**src/hw/rtl/dtdc_pkg.sv**
```systemverilog
// Shared types and constants for the decimal text delta codec.
// No dependencies; used by dtdc_ctrl, dtdc_dpath and the top level.
package dtdc_pkg;

  localparam int unsigned ValW         = 64;
  localparam int unsigned DigitW       = 4;
  localparam int unsigned MaxDigitsDef = 20;

  // Long division by ten handles this many quotient bits per cycle.
  localparam int unsigned DivStepBits  = 8;
  localparam int unsigned NumDivSteps  = ValW / DivStepBits;
  localparam int unsigned StepW        = $clog2(NumDivSteps);
  localparam int unsigned Radix        = 10;

  localparam logic [7:0] ChZero  = 8'h30;
  localparam logic [7:0] ChNine  = 8'h39;
  localparam logic [7:0] ChComma = 8'h2C;
  localparam logic [7:0] ChOpen  = 8'h5B;
  localparam logic [7:0] ChClose = 8'h5D;

  // Source of the next output byte.
  typedef enum logic [1:0] {
    OSEL_DIGIT = 2'd0,
    OSEL_COMMA = 2'd1,
    OSEL_OPEN  = 2'd2,
    OSEL_CLOSE = 2'd3
  } osel_e;

  // Controller -> datapath commands.
  typedef struct packed {
    logic  clear_stream;  // back to stream reset values
    logic  clr_skip;      // first byte seen
    logic  clr_nnw;       // a number has been written
    logic  acc_digit;     // acc = acc*10 + digit
    logic  number_end;    // form difference/sum, start conversion
    logic  conv_step;     // one 8-bit step of division by ten
    logic  digit_pop;     // step down to the next stored digit
    logic  emit_load;     // load the output register
    osel_e emit_sel;
    logic  emit_last;
  } cmd_t;

  // Datapath -> controller status.
  typedef struct packed {
    logic is_digit;   // current input byte is '0'..'9'
    logic skip;       // skip_first_byte flag
    logic nnw;        // no_number_written_yet flag
    logic conv_done;  // this conversion step finishes the last digit
    logic cnt_one;    // one stored digit left
    logic cnt_zero;   // no stored digits
    logic out_free;   // output register can take a byte this cycle
  } sts_t;

endpackage

```
**src/hw/rtl/dtdc_ctrl.sv**
```systemverilog
// Controller state machine for the decimal text delta codec.
// Depends on dtdc_pkg; drives dtdc_dpath through cmd_t, watches sts_t.
module dtdc_ctrl (
  input  logic          clk_i,
  input  logic          rst_ni,
  input  logic          mode_i,
  input  logic          in_valid_i,
  input  logic          stream_end_i,
  output logic          in_ready_o,
  input  dtdc_pkg::sts_t sts_i,
  output dtdc_pkg::cmd_t cmd_o
);

  localparam logic [2:0] S_IDLE   = 3'd0;
  localparam logic [2:0] S_PREFIX = 3'd1;
  localparam logic [2:0] S_CONV   = 3'd2;
  localparam logic [2:0] S_DIGITS = 3'd3;
  localparam logic [2:0] S_COMMA  = 3'd4;
  localparam logic [2:0] S_OPEN   = 3'd5;
  localparam logic [2:0] S_CLOSE  = 3'd6;

  logic [2:0] state_q, state_d;
  logic       accept;

  assign in_ready_o = (state_q == S_IDLE);
  assign accept     = in_valid_i && in_ready_o;

  always_comb begin
    state_d = state_q;
    cmd_o   = '0;
    cmd_o.emit_sel = dtdc_pkg::OSEL_DIGIT;
    case (state_q)
      S_IDLE: begin
        if (accept) begin
          if (stream_end_i) begin
            cmd_o.clear_stream = 1'b1;
            if (mode_i) begin
              state_d = sts_i.nnw ? S_OPEN : S_CLOSE;
            end
          end else if (!mode_i && sts_i.skip) begin
            cmd_o.clr_skip = 1'b1;
          end else begin
            cmd_o.clr_skip = 1'b1;
            if (sts_i.is_digit) begin
              cmd_o.acc_digit = 1'b1;
            end else begin
              cmd_o.number_end = 1'b1;
              state_d = mode_i ? S_PREFIX : S_CONV;
            end
          end
        end
      end
      S_PREFIX: begin
        if (sts_i.out_free) begin
          cmd_o.emit_load = 1'b1;
          cmd_o.emit_sel  = sts_i.nnw ? dtdc_pkg::OSEL_OPEN : dtdc_pkg::OSEL_COMMA;
          cmd_o.clr_nnw   = 1'b1;
          state_d         = S_CONV;
        end
      end
      S_CONV: begin
        cmd_o.conv_step = 1'b1;
        if (sts_i.conv_done) begin
          state_d = S_DIGITS;
        end
      end
      S_DIGITS: begin
        if (sts_i.out_free) begin
          cmd_o.emit_load = 1'b1;
          cmd_o.emit_sel  = dtdc_pkg::OSEL_DIGIT;
          cmd_o.emit_last = mode_i && sts_i.cnt_one;
          cmd_o.digit_pop = 1'b1;
          if (sts_i.cnt_one) begin
            state_d = mode_i ? S_IDLE : S_COMMA;
          end
        end
      end
      S_COMMA: begin
        if (sts_i.out_free) begin
          cmd_o.emit_load = 1'b1;
          cmd_o.emit_sel  = dtdc_pkg::OSEL_COMMA;
          cmd_o.emit_last = 1'b1;
          state_d         = S_IDLE;
        end
      end
      S_OPEN: begin
        if (sts_i.out_free) begin
          cmd_o.emit_load = 1'b1;
          cmd_o.emit_sel  = dtdc_pkg::OSEL_OPEN;
          state_d         = S_CLOSE;
        end
      end
      S_CLOSE: begin
        if (sts_i.out_free) begin
          cmd_o.emit_load = 1'b1;
          cmd_o.emit_sel  = dtdc_pkg::OSEL_CLOSE;
          cmd_o.emit_last = 1'b1;
          state_d         = S_IDLE;
        end
      end
      default: begin
        state_d = S_IDLE;
      end
    endcase
  end

  always_ff @(posedge clk_i or negedge rst_ni) begin
    if (!rst_ni) begin
      state_q <= S_IDLE;
    end else begin
      state_q <= state_d;
    end
  end

  // Never overwrite a byte the receiver has not taken.
  a_emit_free: assert property (@(posedge clk_i) disable iff (!rst_ni)
    cmd_o.emit_load |-> sts_i.out_free)
    else $error("output loaded while occupied");

  // A digit byte is absorbed without leaving idle.
  a_digit_stays: assert property (@(posedge clk_i) disable iff (!rst_ni)
    (accept && !stream_end_i && sts_i.is_digit && !(!mode_i && sts_i.skip))
    |=> state_q == S_IDLE)
    else $error("digit request left idle");

  // Digit emission only with digits in store.
  a_digits_avail: assert property (@(posedge clk_i) disable iff (!rst_ni)
    state_q == S_DIGITS |-> !sts_i.cnt_zero)
    else $error("digit emission with empty store");

  // Finished conversion always hands over to emission.
  a_conv_to_emit: assert property (@(posedge clk_i) disable iff (!rst_ni)
    (state_q == S_CONV && sts_i.conv_done) |=> state_q == S_DIGITS)
    else $error("conversion end not followed by emission");

endmodule

```
**src/hw/rtl/dtdc_dpath.sv**
```systemverilog
// Datapath for the decimal text delta codec: accumulator, previous value,
// divide-by-ten unit, digit store and output register. Depends on dtdc_pkg.
module dtdc_dpath #(
  parameter int unsigned MAX_DIGITS = dtdc_pkg::MaxDigitsDef
) (
  input  logic           clk_i,
  input  logic           rst_ni,
  input  logic           mode_i,
  input  logic [7:0]     in_byte_i,
  input  dtdc_pkg::cmd_t cmd_i,
  output dtdc_pkg::sts_t sts_o,
  input  logic           out_ready_i,
  output logic           out_valid_o,
  output logic [7:0]     out_byte_o,
  output logic           last_o
);

  localparam int unsigned CntW = $clog2(MAX_DIGITS + 1);
  localparam int unsigned IdxW = (MAX_DIGITS > 1) ? $clog2(MAX_DIGITS) : 1;
  localparam int unsigned VW   = dtdc_pkg::ValW;
  localparam int unsigned DW   = dtdc_pkg::DigitW;
  localparam int unsigned SB   = dtdc_pkg::DivStepBits;

  logic [VW-1:0]   acc_q, prev_q, quo_q;
  logic            skip_q, nnw_q;
  logic [DW-1:0]   rem_q;
  logic [dtdc_pkg::StepW-1:0] step_q;
  logic [CntW-1:0] cnt_q, cnt_m1;
  logic [DW-1:0]   store_q [MAX_DIGITS];
  logic            out_valid_q, last_q;
  logic [7:0]      out_byte_q, byte_d;

  logic [VW-1:0]   acc_x10, sum_w, quo_next;
  logic [DW-1:0]   rem_next, digit_rd;
  logic [SB-1:0]   qbits;
  logic            last_step, is_digit;

  assign is_digit = (in_byte_i >= dtdc_pkg::ChZero) && (in_byte_i <= dtdc_pkg::ChNine);
  // '0'..'9' carry their value in the low nibble
  assign acc_x10  = {acc_q[VW-4:0], 3'b000} + {acc_q[VW-2:0], 1'b0}
                  + VW'(in_byte_i[3:0]);
  assign sum_w    = mode_i ? (acc_q + prev_q) : (acc_q - prev_q);

  // Restoring division by ten, SB quotient bits per cycle, MSB first.
  always_comb begin
    logic [DW:0] t;
    rem_next = rem_q;
    qbits    = '0;
    for (int i = 0; i < SB; i++) begin
      t = {rem_next, quo_q[VW-1-i]};
      if (t >= (DW+1)'(dtdc_pkg::Radix)) begin
        rem_next      = DW'(t - (DW+1)'(dtdc_pkg::Radix));
        qbits[SB-1-i] = 1'b1;
      end else begin
        rem_next = t[DW-1:0];
      end
    end
  end

  assign quo_next  = {quo_q[VW-SB-1:0], qbits};
  assign last_step = (step_q == dtdc_pkg::StepW'(dtdc_pkg::NumDivSteps - 1));
  assign cnt_m1    = cnt_q - 1'b1;
  assign digit_rd  = store_q[cnt_m1[IdxW-1:0]];

  always_comb begin
    case (cmd_i.emit_sel)
      dtdc_pkg::OSEL_DIGIT: byte_d = dtdc_pkg::ChZero + {4'b0000, digit_rd};
      dtdc_pkg::OSEL_COMMA: byte_d = dtdc_pkg::ChComma;
      dtdc_pkg::OSEL_OPEN:  byte_d = dtdc_pkg::ChOpen;
      dtdc_pkg::OSEL_CLOSE: byte_d = dtdc_pkg::ChClose;
      default:              byte_d = dtdc_pkg::ChComma;
    endcase
  end

  assign sts_o.is_digit  = is_digit;
  assign sts_o.skip      = skip_q;
  assign sts_o.nnw       = nnw_q;
  assign sts_o.conv_done = last_step &&
                           ((quo_next == '0) || (cnt_q == CntW'(MAX_DIGITS - 1)));
  assign sts_o.cnt_one   = (cnt_q == CntW'(1));
  assign sts_o.cnt_zero  = (cnt_q == '0);
  assign sts_o.out_free  = !out_valid_q || out_ready_i;

  assign out_valid_o = out_valid_q;
  assign out_byte_o  = out_byte_q;
  assign last_o      = last_q;

  // Stream state and output handshake.
  always_ff @(posedge clk_i or negedge rst_ni) begin
    if (!rst_ni) begin
      acc_q       <= '0;
      prev_q      <= '0;
      skip_q      <= 1'b1;
      nnw_q       <= 1'b1;
      out_valid_q <= 1'b0;
    end else begin
      if (cmd_i.clear_stream) begin
        acc_q  <= '0;
        prev_q <= '0;
        skip_q <= 1'b1;
        nnw_q  <= 1'b1;
      end else begin
        if (cmd_i.clr_skip)   skip_q <= 1'b0;
        if (cmd_i.clr_nnw)    nnw_q  <= 1'b0;
        if (cmd_i.acc_digit)  acc_q  <= acc_x10;
        if (cmd_i.number_end) begin
          acc_q  <= '0;
          prev_q <= mode_i ? sum_w : acc_q;
        end
      end
      if (cmd_i.emit_load) begin
        out_valid_q <= 1'b1;
      end else if (out_ready_i) begin
        out_valid_q <= 1'b0;
      end
    end
  end

  // Conversion registers and output payload.
  always_ff @(posedge clk_i) begin
    if (cmd_i.number_end) begin
      quo_q  <= sum_w;
      rem_q  <= '0;
      step_q <= '0;
      cnt_q  <= '0;
    end else if (cmd_i.conv_step) begin
      quo_q  <= quo_next;
      step_q <= step_q + 1'b1;
      if (last_step) begin
        store_q[cnt_q[IdxW-1:0]] <= rem_next;
        cnt_q <= cnt_q + 1'b1;
        rem_q <= '0;
      end else begin
        rem_q <= rem_next;
      end
    end else if (cmd_i.digit_pop) begin
      cnt_q <= cnt_m1;
    end
    if (cmd_i.emit_load) begin
      out_byte_q <= byte_d;
      last_q     <= cmd_i.emit_last;
    end
  end

endmodule

```
**src/hw/rtl/decimal_text_delta_codec_unit.sv**
```systemverilog
// Top level of the decimal text delta codec: APB mode register, controller
// and datapath. Depends on dtdc_pkg, dtdc_ctrl and dtdc_dpath.
//
// Usage: the input channel (in_valid_i/in_ready_o) carries one text byte per
// request, or a stream-end marker when stream_end_i is set. Digits build a
// 64-bit number; any other byte ends it. With mode = 0 (encode) the first
// byte is dropped and each number leaves as its difference to the previous
// one plus a comma; with mode = 1 (decode) each number leaves as the running
// sum, opened by '[' or ','; stream end closes with ']'.
// The output channel (out_valid_o/out_ready_i) carries one byte per request;
// last_o marks the final byte produced by an input request.
// Timing: a digit or dropped byte is absorbed without leaving idle. A number
// end forms the difference or sum; in decode the '[' or ',' byte is then loaded;
// then each decimal digit comes from the shared divide-by-ten unit (8 quotient
// bits per cycle over the 64-bit value, up to MAX_DIGITS digits); then the
// output bytes follow as the receiver takes them. A new request is
// taken as soon as the last byte of the run sits in the output register.
// A stalled receiver holds the output register and with it the controller.
// Reset clears the stream state and selects encode mode; the digit store
// needs no clearing.
module decimal_text_delta_codec_unit #(
  parameter int unsigned MAX_DIGITS = dtdc_pkg::MaxDigitsDef
) (
  input  logic        clk_i,
  input  logic        rst_ni,
  // input channel
  input  logic        in_valid_i,
  output logic        in_ready_o,
  input  logic [7:0]  in_byte_i,
  input  logic        stream_end_i,
  // output channel
  output logic        out_valid_o,
  input  logic        out_ready_i,
  output logic [7:0]  out_byte_o,
  output logic        last_o,
  // configuration port
  input  logic        psel,
  input  logic        penable,
  input  logic        pwrite,
  input  logic [2:0]  paddr,
  input  logic [31:0] pwdata,
  output logic [31:0] prdata,
  output logic        pready
);

  // Register word index is paddr[2]; only the mode register exists.
  localparam logic RegModeIdx = 1'b0;

  logic           mode_q;
  logic           mode_sel;
  dtdc_pkg::cmd_t cmd;
  dtdc_pkg::sts_t sts;

  assign pready   = 1'b1;
  assign mode_sel = (paddr[2] == RegModeIdx);
  assign prdata   = mode_sel ? {31'b0, mode_q} : '0;

  always_ff @(posedge clk_i or negedge rst_ni) begin
    if (!rst_ni) begin
      mode_q <= 1'b0;
    end else if (psel && penable && pwrite && pready && mode_sel) begin
      mode_q <= pwdata[0];
    end
  end

  dtdc_ctrl u_ctrl (
    .clk_i        (clk_i),
    .rst_ni       (rst_ni),
    .mode_i       (mode_q),
    .in_valid_i   (in_valid_i),
    .stream_end_i (stream_end_i),
    .in_ready_o   (in_ready_o),
    .sts_i        (sts),
    .cmd_o        (cmd)
  );

  dtdc_dpath #(
    .MAX_DIGITS (MAX_DIGITS)
  ) u_dpath (
    .clk_i       (clk_i),
    .rst_ni      (rst_ni),
    .mode_i      (mode_q),
    .in_byte_i   (in_byte_i),
    .cmd_i       (cmd),
    .sts_o       (sts),
    .out_ready_i (out_ready_i),
    .out_valid_o (out_valid_o),
    .out_byte_o  (out_byte_o),
    .last_o      (last_o)
  );

endmodule
```
**config.mk**
```make
export PLATFORM = sky130hd
export DESIGN_NAME = decimal_text_delta_codec_unit
export DESIGN_NICKNAME = d
export VERILOG_FILES = /design/src/hw/rtl/dtdc_pkg.sv /design/src/hw/rtl/dtdc_ctrl.sv /design/src/hw/rtl/dtdc_dpath.sv /design/src/hw/rtl/decimal_text_delta_codec_unit.sv
export SDC_FILE = /design/constraint.sdc
export NUM_CORES = 1
export LEC_CHECK = 0
export BUFFER_PORTS_ARGS = -buffer_cell sky130_fd_sc_hd__buf_2
export CORE_MARGIN = 5
export CORE_UTILIZATION = 25
export DETAILED_ROUTE_END_ITERATION = 10
export SLEW_MARGIN = 25
export SYNTH_ARGS = -nofsm -noshare
export SYNTH_HDL_FRONTEND = slang
export SYNTH_SLANG_ARGS = --single-unit
```
**constraint.sdc**
```tcl
create_clock -name clk_i -period 9.8 [get_ports clk_i]
set_input_delay 0.98 -clock clk_i [delete_from_list [all_inputs] [get_ports clk_i]]
set_output_delay 0.98 -clock clk_i [all_outputs]
set_load 0.1 [all_outputs]
```
# After elaboration in Yosys (flattened, before gate mapping)
# Memories as Yosys holds them, arrays and structs flattened.
# Index checks and enable logic that the tools add are counted.
[word_totals]
ff_bits = 220
mem_bits_rw = 80
inputBits = 51
output_inout_bits = 44
elab_cells = 167
memories = 1
[classes]
n_addsub = 16
n_lt_le_gt_ge = 10
n_eq_ne = 23
muxes = 78
bitwise_logic = 1
reduce_logical = 25
[memory_table]
columns = ["name", "words", "width", "read_ports", "rd_clocked_by_memory_dff", "write_ports", "line", "rtl"]
rows = [
  ["u_dpath.store_q", 20, 4, 1, 0, 1, "dtdc_dpath.sv:29", "logic [DW-1:0] store_q [MAX_DIGITS];"],
]
[ops]
columns = ["cell", "n"]
rows = [
  ["$mux W64", 9],
  ["$add A64 B64 Y64", 2],
  ["$add A64 B4 Y64", 1],
  ["$logic_not A64 Y1", 1],
  ["$sub A64 B64 Y64", 1],
  ["$mux W4", 11],
  ["$mux W3", 14],
  ["$ge A5 B4 Y1 const B", 8],
  ["$pmux W8 S4", 1],
  ["$sub A4 B4 Y4 const B", 8],
  ["$mux W1", 27],
  ["$mux W5", 4],
  ["$mux W2", 9],
  ["$pmux W3 S6", 1],
  ["$pmux W3 S5", 1],
  ["$eq A3 B3 Y1 const B", 4],
  ["$reduce_bool A2 Y1", 6],
  ["$ne A2 B2 Y1 const B", 5],
  ["$reduce_and A10 Y1", 1],
  ["$ne A3 B3 Y1 const B", 3],
  ["$ge A8 B6 Y1 const B", 1],
  ["$le A8 B6 Y1 const B", 1],
  ["$logic_and A1 B1 Y1", 8],
  ["$add A6 B4 Y7 const A", 1],
  ["19 further kinds", 25],
]

# Longest topological paths before layout
# Gate-level depths: netlist of the first run.
[depth]
depth_word = 21
mapped_depth = 41
ltp_nobuf = 41

# Cells and area by module
# Synthesis of the first run repeated with hierarchy kept, for this count alone.
[unflattened]
cells_unflattened = 2299
hier_area_um2 = 22430.3
[by_module_without_submodules]
columns = ["module", "n_inst", "cells_per_inst", "area_each_um2", "seq_area_each_um2"]
rows = [
  ["dtdc_dpath", 1, 2208, 21707.1, 8085.3],
  ["dtdc_ctrl", 1, 53, 421.7, 75.1],
  ["decimal_text_delta_codec_unit", 1, 38, 301.5, 25.0],
]

# Worst setup path before layout of the first run
# No wires, ideal clock.
[synth_path]
kind = "register to register"
from = "register u_dpath.rem_q[0]"
to = "memory u_dpath.store_q[0][2] in the netlist's numbering (data pin)"
setup_ps = 318
t_arrival_ps = 7712
t_required_ps = 9482
setup_slack_ps = 1770
path_stages_with_launch = 42
n_path_buf = 0
synth_period_minus_slack_ps = 8030
path_cell_list = "dfxtp_1 -> inv_1 -> ha_1 -> nand2b_1 -> a21oi_1 -> nor2_1 -> ha_1 -> inv_1 -> o32a_1 -> o21ai_0 -> nand2_1 -> ha_1 -> o21a_4 -> mux2_4 -> ha_1 -> inv_1 -> nand3_1 -> nor2_1 -> [... 6 more ...] -> xnor2_1 -> ha_1 -> o31a_1 -> o31ai_1 -> o21bai_1 -> a21oi_1 -> xnor2_1 -> inv_1 -> ha_1 -> inv_1 -> o221ai_1 -> nand3_1 -> a21bo_2 -> ha_1 -> o21ai_0 -> o2bb2ai_2 -> nand2_1 -> mux2i_1"
[synth_between]
elab_chain_cells = 16
word_cells_on_any_way = 24
classes_between = "add/sub (8); order compare (8); mux (8)"
[synth_rtl]
columns = ["item", "line", "rtl"]
rows = [
  ["start: declaration", "dtdc_dpath.sv:26", "logic [DW-1:0] rem_q;"],
  ["start signal: assignment", "dtdc_dpath.sv:134", "rem_q <= rem_next;"],
  ["$sub A4 B4 Y4 / $ge A5 B4 Y1 (equally long branches)", "dtdc_dpath.sv:52, dtdc_dpath.sv:51", ""],
  ["$mux W4 *", "dtdc_dpath.sv:51", "if (t >= (DW+1)'(dtdc_pkg::Radix)) begin"],
  ["$sub A4 B4 Y4 / $ge A5 B4 Y1 (equally long branches)", "dtdc_dpath.sv:52, dtdc_dpath.sv:51", ""],
  ["$mux W4 *", "dtdc_dpath.sv:51", ""],
  ["$sub A4 B4 Y4 / $ge A5 B4 Y1 (equally long branches)", "dtdc_dpath.sv:52, dtdc_dpath.sv:51", ""],
  ["$mux W4 *", "dtdc_dpath.sv:51", ""],
  ["$ge A5 B4 Y1 / $sub A4 B4 Y4 (equally long branches)", "dtdc_dpath.sv:51, dtdc_dpath.sv:52", ""],
  ["$mux W4 *", "dtdc_dpath.sv:51", ""],
  ["$sub A4 B4 Y4 / $ge A5 B4 Y1 (equally long branches)", "dtdc_dpath.sv:52, dtdc_dpath.sv:51", ""],
  ["$mux W4 *", "dtdc_dpath.sv:51", ""],
  ["$sub A4 B4 Y4 / $ge A5 B4 Y1 (equally long branches)", "dtdc_dpath.sv:52, dtdc_dpath.sv:51", ""],
  ["$mux W4 *", "dtdc_dpath.sv:51", ""],
  ["$ge A5 B4 Y1 / $sub A4 B4 Y4 (equally long branches)", "dtdc_dpath.sv:51, dtdc_dpath.sv:52", ""],
  ["$mux W4 *", "dtdc_dpath.sv:51", ""],
  ["$sub A4 B4 Y4 / $ge A5 B4 Y1 (equally long branches)", "dtdc_dpath.sv:52, dtdc_dpath.sv:51", ""],
  ["$mux W4 *", "dtdc_dpath.sv:51", ""],
  ["via u_dpath.rem_next[2]", "dtdc_dpath.sv:34", "logic [DW-1:0] rem_next, digit_rd;"],
  ["end: declaration", "dtdc_dpath.sv:29", ""],
]
# Mark *: on every way through the listed nets, which the timed path passes. The rest lies on a longest branch.

# Worst setup path after layout of the first run
[layout_path]
from = "register u_dpath.rem_q[0]"
to = "memory u_dpath.store_q[15][1] in the netlist's numbering (data pin)"
# The elaborated chain is that of the path after synthesis.

==> results of run 1 <==
through the flow:
step                worst slack, ns  cells  cell area [um^2]  hold slack [ns]  util, %
floorplan                      1.77   2395             22400            0.440        -
global placement              0.859   3479             23500            0.446     26.6
detailed placement            0.806   3479             23500            0.458     26.6
CTS                           0.755   3545             24700            0.466     28.0
global route                 0.0611   3545             24700            0.499     28.0
finish                        0.962   3545             24700            0.457     28.0
registers in the layout, indices dropped and copies added (netlist names), 3 cells and up:
signal / count
u_ctrl.state_q: 3
u_dpath.rem_q: 4
u_dpath.step_q: 3
u_dpath.prev_q: 64
u_dpath.acc_q: 64
u_dpath.store_q: 80
u_dpath.cnt_q: 5
u_dpath.quo_q: 64
u_dpath.out_byte_o: 7
how the worst max path moves through the flow:
stage          cells after the start              from                endpoint  slack [ns]
6_report                          41  u_dpath.rem_q[0]  u_dpath.store_q[15][1]        0.96
5_1_grt                           41  u_dpath.rem_q[0]  u_dpath.store_q[15][1]        0.06
4_1_cts                           41  u_dpath.rem_q[0]  u_dpath.store_q[15][1]        0.75
3_5_place_dp                      41  u_dpath.rem_q[0]  u_dpath.store_q[11][1]        0.81
3_3_place_gp                      41  u_dpath.rem_q[0]   u_dpath.store_q[1][1]        0.86
2_1_floorplan                     41  u_dpath.rem_q[0]   u_dpath.store_q[0][2]        1.77
kinds of logic (layout without fill, tap and decap cells):
family | Yosys count | count (layout) | synth area share [%]
DFF | 299 | 299 | 36.8
buffers and inverters | 197 | 182 | 3.89
adders and majority gates | 204 | 204 | 11.6
xor gates and xnor gates | 189 | 189 | 7.44
AOI/OAI and AO/OA | 650 | 650 | 19.3
muxes | 84 | 84 | 5.26
and+or+nand+nor | 739 | 739 | 15.7
other | 2 | 33 | 0.0337
metal layers:
layer | part of all wire (%) | global-route usage, %
met1 | 49 | 16.0
met2 | 44 | 17.8
met3 | 4.9 | 2.01
met4 | 2.3 | 2.72
met5 | 0 | 0
synthesized netlist by cell type, drive strengths merged, types with 64 or more instances:
cell    count
a21o       82
a21oi     175
a22o       64
clkbuf     78
dfrtp     133
edfxtp    152
ha        201
inv        72
nand2     254
nand3      88
nor2      165
o21ai     152
xnor2      95
xor2       94
cell type report:
class | instances | area, um^2
Clock buffer | 51 | 1030
Tap cell | 1165 | 1460
Clock inverter | 15 | 184
Multi-Input combinational cell | 1899 | 13300
Fill cell | 9309 | 63600
Sequential cell | 299 | 8190
Timing Repair Buffer | 44 | 267
Inverter | 72 | 270
critical path: cells and delay by family, from the launching register on:
family	cells	cell delay [ns]
AOI/OAI and AO/OA	16	3.47
and+or+nand+nor	9	1.86
adders and majority gates	8	1.79
buffers and inverters	5	0.49
DFF	1	0.34
xor gates and xnor gates	2	0.33
muxes	1	0.32
==> summary.md, run 1 <==
| Metric | Value |
|---|---|
| Status | finished clean |
| Ys Warns | 0 |
| Total of max-cap violations | 0 |
| Antenna cells | 0 |
| Final ANT Viol Nets | 0 |
| Cell taking the most area after synthesis | edfxtp_1 |
| Critical Path Most Common Cell | ha_1 |
| Fmax | 113 MHz |
| Startpoint types | flip-flop |
| DIE WIDTH | 308 um |
| Slowest-stage cell, CP | and2_2 |
| EDFF count, synth | 152 |
| Synth top area share | 20.5% |
| CP max FO | 20 |
| Detailed Route Iter0 Violations | 1146 |
| Post-CTS sizing | 0 |
| Main area contributors after synthesis | edfxtp_1 (21%), dfrtp_1 (15%), ha_1 (11%) |
| # setup viols final | 0 |
| # rows | 109 |
| Cell area after synthesis | 22300 um^2 |
| Post-CTS setup buffer count | 0 |
| Port bufs | 28 |
| All-Layer GR Usage | 11.3% |
| Tightest Pin Transition | 1.00 ns |
| Layout cells sized above 1 | 6.97% |
| Commonest non-fill, non-tap cell in the layout | nand2_1 |
| Final Hold Viols | 0 |
| HP Class | in -> async |
| Largest net degree at the start of global routing | 92 |
| Layout Nets | 2607 |
| CORE AREA | 88400 um^2 |
| Data arrival, critical path | 9.15 ns |
| Die Area | 95100 um^2 |
| End of the worst register-to-register path | u_dpath.store_q[15][1] |
| Setup TNS Final | 0 ns |
| Syn Area/Cell | 9.41 um^2 |
| Required @ worst endpoint | 10.11 ns |
| Rel. slew slack | 33.0% |
| Reg2reg path depth | 41 |
| H-tree levels | 2 |
| Num CTS Buffers | 36 |
| Most frequent cells in the layout | nand2_1 (254), ha_1 (201), a21oi_1 (174) |
| R2R Setup Slk | 0.96 ns |
| GPL Wtd Cong | 0.854 |
| Kind of critical path | reg -> reg |
| Chip height | 308 um |
| Skew final | 0.0199 ns |
| Post-DP HPWL | 39.8 mm |
| Via density per instance | 4.87 |
| CTS tree | done |
| Pins Over Slew Limit | 0 |
| Pre-Repair DR Iteration Count | 5 |
| Total wire length | 55.3 mm |
| Async set-reset flop share out of synthesis | 45.2% |
| Starting Density | 25.2% |
| CTS Hold Bufs | 0 |
| Reg2Reg Launch Point | u_dpath.rem_q[0] |
| Synthesis-to-layout area growth | 11.2% |
| Period utilization | 90.2% |
| Clk Latency, worst-skew pair | 0.55 ns |
| Initial antenna violation count | 0 |
| Seq cells post-synth | 299 |
| Fin crit period | 8.84 ns |
| Clock transition at the registers of the reported paths | 0.06 ns |
| Post-Synthesis Cells | 2364 |
| First-pass GRT wire length | 89.9 mm |
| Boundary Pins | 95 |
| Register area share after synthesis | 36.8% |
| Unrepaired setup endpoints after global routing | false |
| Residual DRC | 0 |
| Wirelength per Cell | 15.6 um |
| # clock sinks | 299 |
| CP Capture Type | flip-flop |
| Via count | 17200 |
| Total gr overflow | 0 |
| Worst-case clock buffer depth | 3 |
| Crit-path max cell delay | 0.43 ns |
| Vias in the first global route | 16800 |
| Dominant synthesized flop cell | edfxtp_1 |
| Root Driver | clkbuf_16 |
| Library cells used by synthesis | 95 |
Power of run 1 is not shown: default switching activity piles up to over one toggle a cycle in this logic, so the estimate is an artifact.
==> run 2: changes to the inputs <==
Settings changed: CELL_PAD_IN_SITES_DETAIL_PLACEMENT set to 2, CELL_PAD_IN_SITES_GLOBAL_PLACEMENT set to 2, PLACE_DENSITY_LB_ADDON set to 0.1.
==> summary.md, run 2 (synthesis results as in run 1) <==
| Metric | Value |
|---|---|
| Starting Density | 25.2% (unchanged) |
| Hold Slack | 0.467 ns (+0.0100 ns) |
| Root Driver | clkbuf_16 |
| Clk Latency, worst-skew pair | 0.58 ns (+0.03 ns) |
| Via density per instance | 4.99 (+2.6%) |
| Post-DP HPWL | 55.9 mm (+41%) |
| Power per cell area | 436 nW/um^2 |
| Synthesis-to-layout area growth | 12.2% |
| Vias in the first global route | 19800 (+18%) |
| CORE AREA | 88400 um^2 (unchanged) |
| Total wire length | 74.6 mm (+35%) |
| Layout Nets | 2614 (+0.27%) |
| Rel. slew slack | 34.0% (+0.91 points) |
| Pins Over Slew Limit | 0 (unchanged) |
| Worst-case clock buffer depth | 3 (unchanged) |
| Fmax | 110 MHz (-2.8%) |
| Detailed Route Iter0 Violations | 648 (-43%) |
| Total gr overflow | 0 (unchanged) |
| Most frequent cells in the layout | nand2_1 (254), ha_1 (200), a21oi_1 (173) |
| Data arrival, critical path | 9.40 ns (+0.25 ns) |
| Initial antenna violation count | 0 (unchanged) |
| Fin crit period | 9.09 ns (+0.252 ns) |
| HP Class | reg -> reg |
| Critical Path Most Common Cell | ha_1 |
| Period utilization | 92.8% (+2.6 points) |
| GPL Wtd Cong | 0.765 (-10%) |
| Die Area | 95100 um^2 (unchanged) |
| Required @ worst endpoint | 10.11 ns (about the same) |
| Via count | 17700 (+2.9%) |
| Max FFs per register | 80 (unchanged) |
| Leak | 11.5 nW |
| Wirelength per Cell | 21.0 um (+35%) |
| Final Hold Viols | 0 (unchanged) |
| DIE WIDTH | 308 um (unchanged) |
| Startpoint types | flip-flop |
| Residual DRC | 0 (unchanged) |
| First-pass GRT wire length | 118 mm (+32%) |
| Tightest Pin Transition | 0.981 ns (-0.0228 ns) |
| CP Capture Type | flip-flop |
| Crit-path max cell delay | 0.40 ns (-0.03 ns) |
| CTS tree | done |
| # setup viols final | 0 (unchanged) |
| Layout cells sized above 1 | 7.61% (+0.64 points) |
| Peak VDD IR | 0.549 mV |
| Commonest non-fill, non-tap cell in the layout | nand2_1 |
| Unrepaired setup endpoints after global routing | false |
| Final ANT Viol Nets | 0 (unchanged) |
| All-Layer GR Usage | 15.6% (+4.3 points) |
| CP max FO | 20 (unchanged) |
| Multi-input gate area | 13400 um^2 (+0.23%) |
| Boundary Pins | 95 (unchanged) |
| H-tree levels | 2 (unchanged) |
| Filler cells | 9861 (+5.9%) |
| Chip height | 308 um (unchanged) |
| Largest net degree at the start of global routing | 201 (+120%) |
| Total of max-cap violations | 0 (unchanged) |
| Port bufs | 28 (unchanged) |
| Setup TNS Final | 0 ns (unchanged) |
| Status | finished clean |
| Pre-Repair DR Iteration Count | 5 (unchanged) |
| Num CTS Buffers | 41 (+14%) |
| Skew final | 0.0226 ns (+0.00267 ns) |
| Clock transition at the registers of the reported paths | 0.06 ns (about the same) |
| Slowest-stage cell, CP | o32a_1 |
| # clock sinks | 299 (unchanged) |
| Kind of critical path | reg -> reg |
| FF/Latch Area | 8190 um^2 (unchanged) |
| # rows | 109 (unchanged) |
[run 2: path summary, 6_finish.rpt]
check | start | slack [ns] | endpoint | depth (start not counted)
worst max-delay path | u_dpath.rem_q[0] | 0.71 | u_dpath.store_q[19][2] | 42
max in group asynchronous | rst_ni | 7.91 | u_dpath.prev_q[21] | 2
worst min register to register | u_dpath.step_q[1] | 0.47 | u_dpath.step_q[1] | 2
worst min-delay path | u_dpath.step_q[1] | 0.47 | u_dpath.step_q[1] | 2
worst max register to register | u_dpath.rem_q[0] | 0.71 | u_dpath.store_q[19][2] | 42
min in group asynchronous | rst_ni | 0.48 | u_dpath.acc_q[59] | 1
[run 2: what timing repair did]
| action | in CTS | in global routing |
|---|---|---|
| endpoints found under the setup margin | 0 | 64 |
| resized for setup | 0 | 6 |
| buffers inserted | 0 | 0 |
| hold buffers | 0 | 0 |
[run 2: cell type report]
type / instances / share of cell area (%)
multi-input cells: 1899 / 53.5
flip-flops and latches: 299 / 32.8
inverters: 72 / 1.08
repair buffers: 46 / 1.18
clock inverters: 16 / 0.922
clock buffers: 59 / 4.66
well taps: 1165 / 5.84
diodes: 1 / 0.0100
[run 2: power breakdown]
| part | internal [mW] | switching [mW] |
|---|---|---|
| Sequential | 2.55 | 0.339 |
| Clock | 0.941 | 0.620 |
| Combinational | 2.20 | 4.25 |
[run 2: metrics by stage]
stage	util (%)	instances	area (um^2)	setup WS, ns	power [mW]
floorplan	-	2395	22400	1.77	7.27
global placement	26.6	3481	23500	0.630	9.17
detailed placement	26.6	3481	23600	0.0951	9.39
CTS	28.2	3556	24900	0.00545	11.0
global route	28.3	3556	25000	0.0162	11.8
finish	28.3	3557	25000	0.710	10.9
[run 2: worst max-delay path, delay by kind of cell, from the launching register on]
| family | cells | cell delay [ns] |
|---|---|---|
| compound gates | 15 | 3.46 |
| xor+xnor | 2 | 0.33 |
| fa+ha+maj | 8 | 1.90 |
| buf+inv | 6 | 0.73 |
| flops | 1 | 0.34 |
| mux | 2 | 0.44 |
| simple gates | 9 | 1.60 |
[run 2: layer usage]
layer,vias to the layer above,share of wire [%],track usage (%)
met5,-,0,0
met4,0,1.4,2.58
met3,63,1.8,1.63
met2,122,46,26.1
met1,8935,50,22.1
li1,8629,-,-
Power figures use the tool's default switching activity.
==> run 3: changes to the inputs <==
Settings changed: CORE_UTILIZATION 25 to 41.
==> summary.md, run 3 (synthesis results as in run 1) <==
| Metric | Value |
|---|---|
| Chip height | 243 um (-21%) |
| Critical Path Most Common Cell | ha_1 |
| # setup viols final | 0 (unchanged) |
| Commonest non-fill, non-tap cell in the layout | nand2_1 |
| Slowest-stage cell, CP | o32a_1 |
| Layout Nets | 2609 (-0.19%) |
| Final cell count without fillers | 3080 (-13%) |
| Num CTS Buffers | 38 (-7.3%) |
| GPL Wtd Cong | 0.800 (+4.6%) |
| Detailed Route Iter0 Violations | 820 (+27%) |
| Clock transition at the registers of the reported paths | 0.06 ns (about the same) |
| Port bufs | 28 (unchanged) |
| Final ANT Viol Nets | 0 (unchanged) |
| Starting Density | 41.4% (+16 points) |
| Final Hold Viols | 0 (unchanged) |
| CP Capture Type | flip-flop |
| Reg2reg path depth | 42 (unchanged) |
| Most frequent cells in the layout | nand2_1 (254), ha_1 (201), a21oi_1 (174) |
| Die Area | 59000 um^2 (-38%) |
| Layout cells sized above 1 | 7.13% (-0.48 points) |
| All-Layer GR Usage | 23.5% (+8.0 points) |
| Crit-path max cell delay | 0.42 ns (+0.02 ns) |
| Rel. slew slack | 30.2% (-3.8 points) |
| CORE AREA | 53800 um^2 (-39%) |
| Total of max-cap violations | 0 (unchanged) |
| Reg2Reg Launch Point | u_dpath.rem_q[0] |
| Via density per instance | 5.91 (+18%) |
| Antenna cells | 0 (-1) |
| Root Driver | clkbuf_16 |
| R2R Setup Slk | 0.76 ns (+0.05 ns) |
| Required @ worst endpoint | 10.18 ns (+0.07 ns) |
| Pins Over Slew Limit | 0 (unchanged) |
| Total wire length | 70.8 mm (-5.2%) |
| Kind of critical path | reg -> reg |
| Clk Latency, worst-skew pair | 0.57 ns (about the same) |
| Startpoint types | flip-flop |
| FF/Latch Area | 8190 um^2 (unchanged) |
| Post-DP HPWL | 52.1 mm (-6.9%) |
| Post-DP Area | 22900 um^2 (-2.6%) |
| Vias in the first global route | 20000 (+1.2%) |
| # clock sinks | 299 (unchanged) |
| Status | finished clean |
| CTS tree | done |
| Post-route design area | 24200 um^2 (-3.0%) |
| Worst Hold End | u_dpath.step_q[1] |
| # rows | 85 (-22%) |
| Max FFs per register | 80 (unchanged) |
| Setup TNS Final | 0 ns (unchanged) |
| Worst-case clock buffer depth | 3 (unchanged) |
| End of the worst register-to-register path | u_dpath.store_q[9][2] |
| HP Class | reg -> reg |
| Data arrival, critical path | 9.42 ns (+0.02 ns) |
| CP max FO | 20 (unchanged) |
| Boundary Pins | 95 (unchanged) |
| H-tree levels | 2 (unchanged) |
| Largest net degree at the start of global routing | 201 (unchanged) |
| First-pass GRT wire length | 114 mm (-3.9%) |
| Placed insts | 3010 (-14%) |
| Wirelength per Cell | 23.0 um (+9.5%) |
| Skew final | 0.0206 ns (-0.00191 ns) |
| Initial antenna violation count | 1 (+1) |
| Tightest Pin Transition | 1.05 ns (+0.0662 ns) |
| Residual DRC | 0 (unchanged) |
| Filler cells | 5748 (-42%) |
| Pre-Repair DR Iteration Count | 7 (+2) |
| Total gr overflow | 0 (unchanged) |
| Period utilization | 92.2% (-0.51 points) |
| Unrepaired setup endpoints after global routing | false |
| Fmax | 111 MHz (+0.55%) |
| Hold wc startpoint | u_dpath.step_q[1] |
| Synthesis-to-layout area growth | 8.90% |
| Via count | 18200 (+2.5%) |
| Multi-input gate area | 13300 um^2 (-0.17%) |
| Hold path cells | 2 (unchanged) |
| Fin crit period | 9.04 ns (-0.0498 ns) |
| DIE WIDTH | 243 um (-21%) |
-- run 3: critical path, delay by kind of cell, from the launching register on --
kind	cells	cell delay [ns]
AOI/OAI and AO/OA	14	3.06
xor gates and xnor gates	2	0.34
adders and majority gates	8	1.91
buffers and inverters	6	0.79
DFF	1	0.35
muxes	2	0.48
and+or+nand+nor	10	1.90
-- run 3: stage by stage --
step	utilization, %	setup slack (ns)	hold WS [ns]
final	45.0	0.760	0.474
after global routing	45.0	0.0315	0.504
after CTS	45.0	0.0696	0.473
after detailed placement	42.6	0.208	0.460
after global placement	42.6	0.828	0.446
after floorplan	-	1.77	0.440
-- run 3: per-layer routing --
layer | track usage, % | wire, um | share of wire, % | vias to the layer above
met2 | 41.6 | 34900 | 49 | 202
met5 | 0 | 13 | 0.018 | -
met4 | 5.64 | 1650 | 2.3 | 2
met1 | 31.0 | 32600 | 46 | 9274
li1 | - | - | - | 8623
met3 | 2.78 | 1600 | 2.3 | 97
-- run 3: how the worst max path moves through the flow --
| stage | endpoint | from | slack, ns | depth (start not counted) |
|---|---|---|---|---|
| after global routing | u_dpath.store_q[6][2] | u_dpath.rem_q[0] | 0.03 | 42 |
| after CTS | u_dpath.store_q[5][1] | u_dpath.rem_q[0] | 0.07 | 41 |
| after floorplan | u_dpath.store_q[0][2] | u_dpath.rem_q[0] | 1.77 | 41 |
| after global placement | u_dpath.store_q[19][1] | u_dpath.rem_q[0] | 0.83 | 41 |
| after detailed placement | u_dpath.store_q[10][1] | u_dpath.rem_q[0] | 0.21 | 41 |
| final | u_dpath.store_q[9][2] | u_dpath.rem_q[0] | 0.76 | 42 |
-- run 3: repair_timing --
action | 4_1_cts | 5_1_grt
gates resized for setup | 0 | 5
setup endpoints to repair | 0 | 64
setup buffers | 0 | 0
hold buffers | 0 | 0
-- run 3: area by class of cell --
cell class                      count  area share, %
Timing Repair Buffer               44           1.15
Sequential cell                   299           33.8
Multi-Input combinational cell   1899           55.1
Clock inverter                     18          0.960
Clock buffer                       52           4.31
Tap cell                          696           3.59
Inverter                           72           1.12
Power of run 3 is left out for the same reason.
